## src/rtl/prs_pkg.sv

```systemverilog
package prs_pkg;

  localparam int unsigned DATA_W = 32;
  localparam int unsigned IDX_W = 12;
  localparam int unsigned ERR_W = 47;
  localparam int unsigned CNT_W = 13;
  localparam int unsigned SWP_W = 16;
  localparam int unsigned NCH = 3;

  typedef enum logic [1:0] {
    OP_LOAD = 2'd0,
    OP_RUN  = 2'd1,
    OP_READ = 2'd2,
    OP_NONE = 2'd3
  } op_t;

  // sequencer phase for one entry access
  typedef enum logic [3:0] {
    PH_NBR = 4'd0,  // read neighbor row and rhs / own x
    PH_NA  = 4'd1,
    PH_NB  = 4'd2,
    PH_NC  = 4'd3,
    PH_ND  = 4'd4,
    PH_ACC = 4'd5   // all neighbor values in, update or residual
  } phase_t;

  typedef struct packed {
    logic            load;
    logic            read;
    logic            clr_err;
    logic            clr_chg;
    logic            rd_row;
    logic [2:0]      rd_nbr;   // which neighbor (0..3) to fetch, bit 2 valid
    logic            capture;  // latch neighbor value from last fetch
    logic            update;   // write new x for current entry
    logic            resid;    // accumulate residual for current entry
    logic [IDX_W-1:0] entry;
  } cmd_t;

  typedef struct packed {
    logic changed;
  } sts_t;

endpackage

```

## src/rtl/prs_ctrl.sv

```systemverilog
module prs_ctrl #(
  parameter int unsigned MAX_ENTRIES = 4096
) (
  input  logic                     clk,
  input  logic                     rst,
  input  logic                     in_valid,
  output logic                     in_ready,
  input  prs_pkg::op_t             op,
  input  logic [prs_pkg::IDX_W-1:0] idx,
  input  logic [prs_pkg::CNT_W-1:0] entry_count,
  input  logic [prs_pkg::SWP_W-1:0] sweep_count,
  input  prs_pkg::sts_t            sts,
  output prs_pkg::cmd_t            cmd,
  output logic                     out_valid,
  input  logic                     out_ready,
  output logic                     out_is_err,
  output logic [prs_pkg::IDX_W-1:0] out_idx,
  output logic                     oob_read
);
  import prs_pkg::*;

  typedef enum logic [5:0] {
    S_IDLE  = 6'b000001,
    S_READ  = 6'b000010,
    S_ENTRY = 6'b000100,
    S_SWEND = 6'b001000,
    S_ERR   = 6'b010000,
    S_OUT   = 6'b100000
  } state_t;

  state_t state;
  logic [2:0] step;        // 0 row, 1..4 neighbor fetch, 2..5 capture, 6 gap, 7 act
  logic [CNT_W-1:0] i;
  logic [CNT_W-1:0] n;
  logic [SWP_W-1:0] sw;
  logic resid_mode;
  logic [CNT_W-1:0] ncap;

  assign ncap = (32'(entry_count) > MAX_ENTRIES) ? CNT_W'(MAX_ENTRIES) : entry_count;
  assign in_ready = (state == S_IDLE) && !out_valid;

  always_comb begin
    cmd = '0;
    cmd.entry = i[IDX_W-1:0];
    unique case (state)
      S_IDLE: begin
        cmd.entry = idx;
        if (in_valid && in_ready && op == OP_LOAD)
          cmd.load = (32'(idx) < MAX_ENTRIES);
      end
      S_READ: begin
        cmd.entry = out_idx;
        cmd.read = 1'b1;
      end
      S_ENTRY: begin
        unique case (step)
          3'd0: cmd.rd_row = 1'b1;
          3'd1: cmd.rd_nbr = 3'b100;
          3'd2: begin cmd.rd_nbr = 3'b101; cmd.capture = 1'b1; end
          3'd3: begin cmd.rd_nbr = 3'b110; cmd.capture = 1'b1; end
          3'd4: begin cmd.rd_nbr = 3'b111; cmd.capture = 1'b1; end
          3'd5: cmd.capture = 1'b1;
          3'd6: ;
          default: begin
            cmd.update = !resid_mode;
            cmd.resid = resid_mode;
          end
        endcase
      end
      S_SWEND: ;
      S_ERR: cmd.clr_err = 1'b1;
      S_OUT: ;
      default: ;
    endcase
    cmd.clr_chg = (state == S_SWEND);
  end

  // the own value is fetched in step 0 and latched at the end of step 1
  always_ff @(posedge clk) begin
    if (rst) begin
      state <= S_IDLE;
      out_valid <= 1'b0;
      step <= '0;
      i <= '0;
      sw <= '0;
      n <= '0;
      resid_mode <= 1'b0;
      out_is_err <= 1'b0;
      out_idx <= '0;
      oob_read <= 1'b0;
    end else begin
      if (out_valid && out_ready) out_valid <= 1'b0;
      unique case (state)
        S_IDLE: begin
          if (in_valid && in_ready) begin
            out_idx <= idx;
            unique case (op)
              OP_READ: begin
                state <= S_READ;
                oob_read <= (32'(idx) >= MAX_ENTRIES);
              end
              OP_RUN: begin
                state <= S_SWEND;
                n <= ncap;
                sw <= '0;
                resid_mode <= 1'b0;
              end
              default: ;
            endcase
          end
        end
        S_READ: begin
          state <= S_OUT;
          out_is_err <= 1'b0;
        end
        S_ENTRY: begin
          step <= step + 3'd1;
          if (step == 3'd7) begin
            i <= i + 1'b1;
            if (32'(i) + 1 >= 32'(n)) begin
              if (resid_mode) begin
                state <= S_OUT;
                out_is_err <= 1'b1;
                out_idx <= '0;
              end else begin
                state <= S_SWEND;
                sw <= sw + 1'b1;
              end
            end
          end
        end
        S_SWEND: begin
          // entered at run start (sw 0) and after each sweep
          i <= '0;
          step <= '0;
          if (n == '0) begin
            state <= S_ERR;
          end else if (sw >= sweep_count || (sw != '0 && !sts.changed)) begin
            state <= S_ERR;
          end else begin
            state <= S_ENTRY;
          end
        end
        S_ERR: begin
          resid_mode <= 1'b1;
          i <= CNT_W'(1);
          step <= '0;
          if (n <= CNT_W'(1)) begin
            state <= S_OUT;
            out_is_err <= 1'b1;
            out_idx <= '0;
          end else begin
            state <= S_ENTRY;
          end
        end
        S_OUT: begin
          out_valid <= 1'b1;
          state <= S_IDLE;
        end
        default: state <= S_IDLE;
      endcase
    end
  end
endmodule

```

## config.mk

```make
export PLATFORM = sky130hd
export DESIGN_NAME = prs_ctrl
export DESIGN_NICKNAME = d
export VERILOG_FILES = /design/src/rtl/prs_pkg.sv /design/src/rtl/prs_ctrl.sv
export SDC_FILE = /design/constraint.sdc
export NUM_CORES = 1
export LEC_CHECK = 0
export BUFFER_PORTS_ARGS = -buffer_cell sky130_fd_sc_hd__buf_4
export CAP_MARGIN = 20
export CORE_MARGIN = 2
export CORE_UTILIZATION = 35
export DETAILED_ROUTE_END_ITERATION = 8
export HOLD_SLACK_MARGIN = 0.08
export MAX_ROUTING_LAYER = met4
export PLACE_DENSITY_LB_ADDON = 0.08
export RECOVER_POWER = 50
export SYNTH_ARGS = -nofsm -noshare
export SYNTH_HDL_FRONTEND = slang
export SYNTH_SLANG_ARGS = --single-unit
```

## constraint.sdc

```tcl
create_clock -name clk -period 3.7 [get_ports clk]
set_input_delay 0.185 -clock clk [delete_from_list [all_inputs] [get_ports clk]]
set_output_delay 0.185 -clock clk [all_outputs]
set_load 0.02 [all_outputs]
```

==> qor.csv <==
metric,value,unit
first-pass GRT wire length,20.05,mm
ys async rst share,0,%
mux contribution to synthesized area,3.974,%
sequential area share after synthesis,30.64,%
core area,12010,µm²
post-cts sizing count,0,
Post-synth EDFFs,0,
Cell variety after synth,56,
CTS HTree Levels,3,
CP peak stage delay,0.48,ns
Slew Limit Fails,0,
PortBufs,85,
Simple-Gate Fraction of Synth Area,26.46,%
relative slew slack,36.38,%
data arrival time of the critical path,3.56,ns
Vias,4197,
grt ovf,0,
status,"finished, final reports clean",
Fin. Hold Viols,0,
leakage,2.267,nW
Pre-antenna DRT Iters,4,
largest net degree at the start of global routing,38,
RSZ-0062 raised after global routing,no,
clock sink total,66,
"CTS clk-pin slew, worst paths",0.05,ns
highest-count cells in the layout ignoring fill and taps,"nand2_1, nor2_1, buf_4",
Final Critical Period,3.366,ns
register bit total from synthesis,66,
die extent in x,115.0,µm
number of setup buffers added after CTS,0,
max_cap viols,0,
row cnt,40,
Seq. cell area,1321,µm²
Final GP Congestion,0.8279,
min-delay worst type,in -> reg,
Setup TNS,0,ns
layout cells sized above 1,13.55,%
Synthesized Nets,649,
root buffer cell,clkbuf_16,
Fillers,1291,
crit-path max FO,12,
"Avg Cell Area, Syn",7.688,µm²
largest family of logic cells by synthesized area,simple AND/OR/NAND/NOR gates,
ANT nets after route,0,
Avg WL per Cell,15.38,µm
CP required,3.89,ns
Worst-Margin Slew,0.9517,ns
Post-Syn Area,4313,µm²
HPWL Detailed,9.294,mm
final wirelength,12.13,mm
FMAX,297.1,MHz
worst-skew pair later-pin latency,0.34,ns
Post-Synthesis Cells,561,
multi-input logic area,2695,µm²
I/O Pins,87,
P&R area growth vs syn,21.18,%
yosys synthesis warning count,0,
PwrDens,380.7,nW/µm²
Post-CTS Hold Buffers,0,
initial antenna violation count,0,
Synth Area in Compound Gates,18.16,%
post-synthesis adder-cell area fraction,11.60,%
"Net count, final",726,
maximum clock insertion buffer count,2,
Residual DRC,0,
total power,1.990,mW
VDD IR max,245.8,µV
Antenna Cells,0,
XOR/XNOR share of the synthesized area,2.640,%
Die ar.,13230,µm²
"Top FF cell, synth",dfxtp_1,
CTS tree,done,
"leading cell type in the layout, fill and taps excluded",nand2_1,
die height,115.0,µm
initial core utilization,35.91,%
Num CTS Buffers,9,
final period utilization,90.97,%
number of global-route vias before repair,4094,
"critical path, cell by cell",ha_1 -> nand3_1 -> nor2_1 -> xor2_1 -> ha_1 -> o21ai_0 -> o21ai_0 -> a211o_1 -> a21oi_2 -> o21ai_2 -> and4b_1 -> mux2i_1,
overall fraction of global-route tracks in use,19.63,%
clock skew,0.008995,ns
startpoint types,flop,
Iteration-0 DRC Markers,178,
count of final setup violators,0,
CP endpoint kind,flop,
vias per cell,5.319,
kind of critical path,reg -> reg,
crit path max-delay cell type,dfxtp_1,
==> state kept, by name, indices dropped and copies added, names as in the netlist <==
signal / flops
out_valid: 1
resid_mode: 1
i: 13
out_idx: 12
state: 6
out_is_err: 1
sw: 16
n: 13
step: 3
==> metrics by stage <==
step / util (%) / cell area [µm²] / setup WS (ns) / hold WS (ns) / std cells
finish: 43.51 / 5226 / 0.3342 / 0.09764 / 789
global route: 43.51 / 5226 / 0.06285 / 0.1070 / 789
CTS: 44.45 / 5339 / 0.3292 / 0.08722 / 789
detailed placement: 42.19 / 5067 / 0.3639 / 0.4444 / 774
global placement: 42.19 / 5067 / 0.4346 / 0.4310 / 774
floorplan: - / 4313 / 0.7065 / 0.3272 / 561
==> power breakdown <==
part	internal (mW)	switching, mW	total (mW)
combinational	0.171	0.259	0.430
clock	0.482	0.311	0.794
sequential	0.739	0.0265	0.766
total	1.39	0.597	1.99
==> cells by family (layout without fill, tap and decap cells) <==
group                      count (synthesis)  count (layout)
and+or+nand+nor                          231             231
AOI/OAI and AO/OA                        125             125
buffers and inverters                     68             149
DFF                                       66              66
adders and majority gates                 40              40
muxes                                     17              17
xor gates and xnor gates                  13              13
other                                      1               1
==> path summary, 6_finish.rpt <==
path / start / end / slack, ns / cells after the start
max reg2reg: i[0]$_SDFFE_PP0P_ / out_idx[4]$_SDFFE_PP0P_ / 0.33 / 12
min: entry_count[5] / n[5]$_SDFFE_PP0P_ / 0.1 / 3
max: i[0]$_SDFFE_PP0P_ / out_idx[4]$_SDFFE_PP0P_ / 0.33 / 12
min reg2reg: out_idx[3]$_SDFFE_PP0P_ / out_idx[3]$_SDFFE_PP0P_ / 0.47 / 2
==> layer usage <==
metal	routed length, µm	up-vias	GRT usage, %
met3	410	11	3.795
met2	5964	72	32.35
met5	0	-	-
met4	137	0	5.944
met1	5621	1971	24.33
li1	-	2143	-
==> critical path: cells and delay by family, from the launching register on <==
kind	cells	cell delay (ns)
muxes	1	0.21
AOI/OAI and AO/OA	5	0.90
DFF	1	0.48
xor gates and xnor gates	1	0.18
and+or+nand+nor	3	0.89
adders and majority gates	2	0.55
==> cells in the mapped netlist (all sizes together), types with 5 or more instances <==
master   n  area share (%)
nand2   73             6.4
nor2    67             5.8
dfxtp   66              31
inv     42             3.7
ha      40              12
a21oi   38             4.5
o21ai   29             3.5
a22oi   25             4.4
clkbuf  17             1.5
mux2i   16             3.7
nand3   14             1.9
nand4   14             2.0
nor3    12             1.4
nor4    12             2.0
buf      9             1.3
xnor2    9             1.8
nor3b    6             1.0
a21o     5            0.87
nand3b   5            0.87
==> layout make-up <==
| cell class | instances | area share, % |
|---|---|---|
| Clock buffer | 12 | 4.908 |
| Multi-Input combinational cell | 427 | 51.57 |
| Clock inverter | 3 | 0.2873 |
| Tap cell | 147 | 3.519 |
| Inverter | 42 | 3.017 |
| Timing Repair Buffer | 92 | 11.42 |
| Sequential cell | 66 | 25.28 |
No activity file was read; power rests on OpenSTA's default activity.
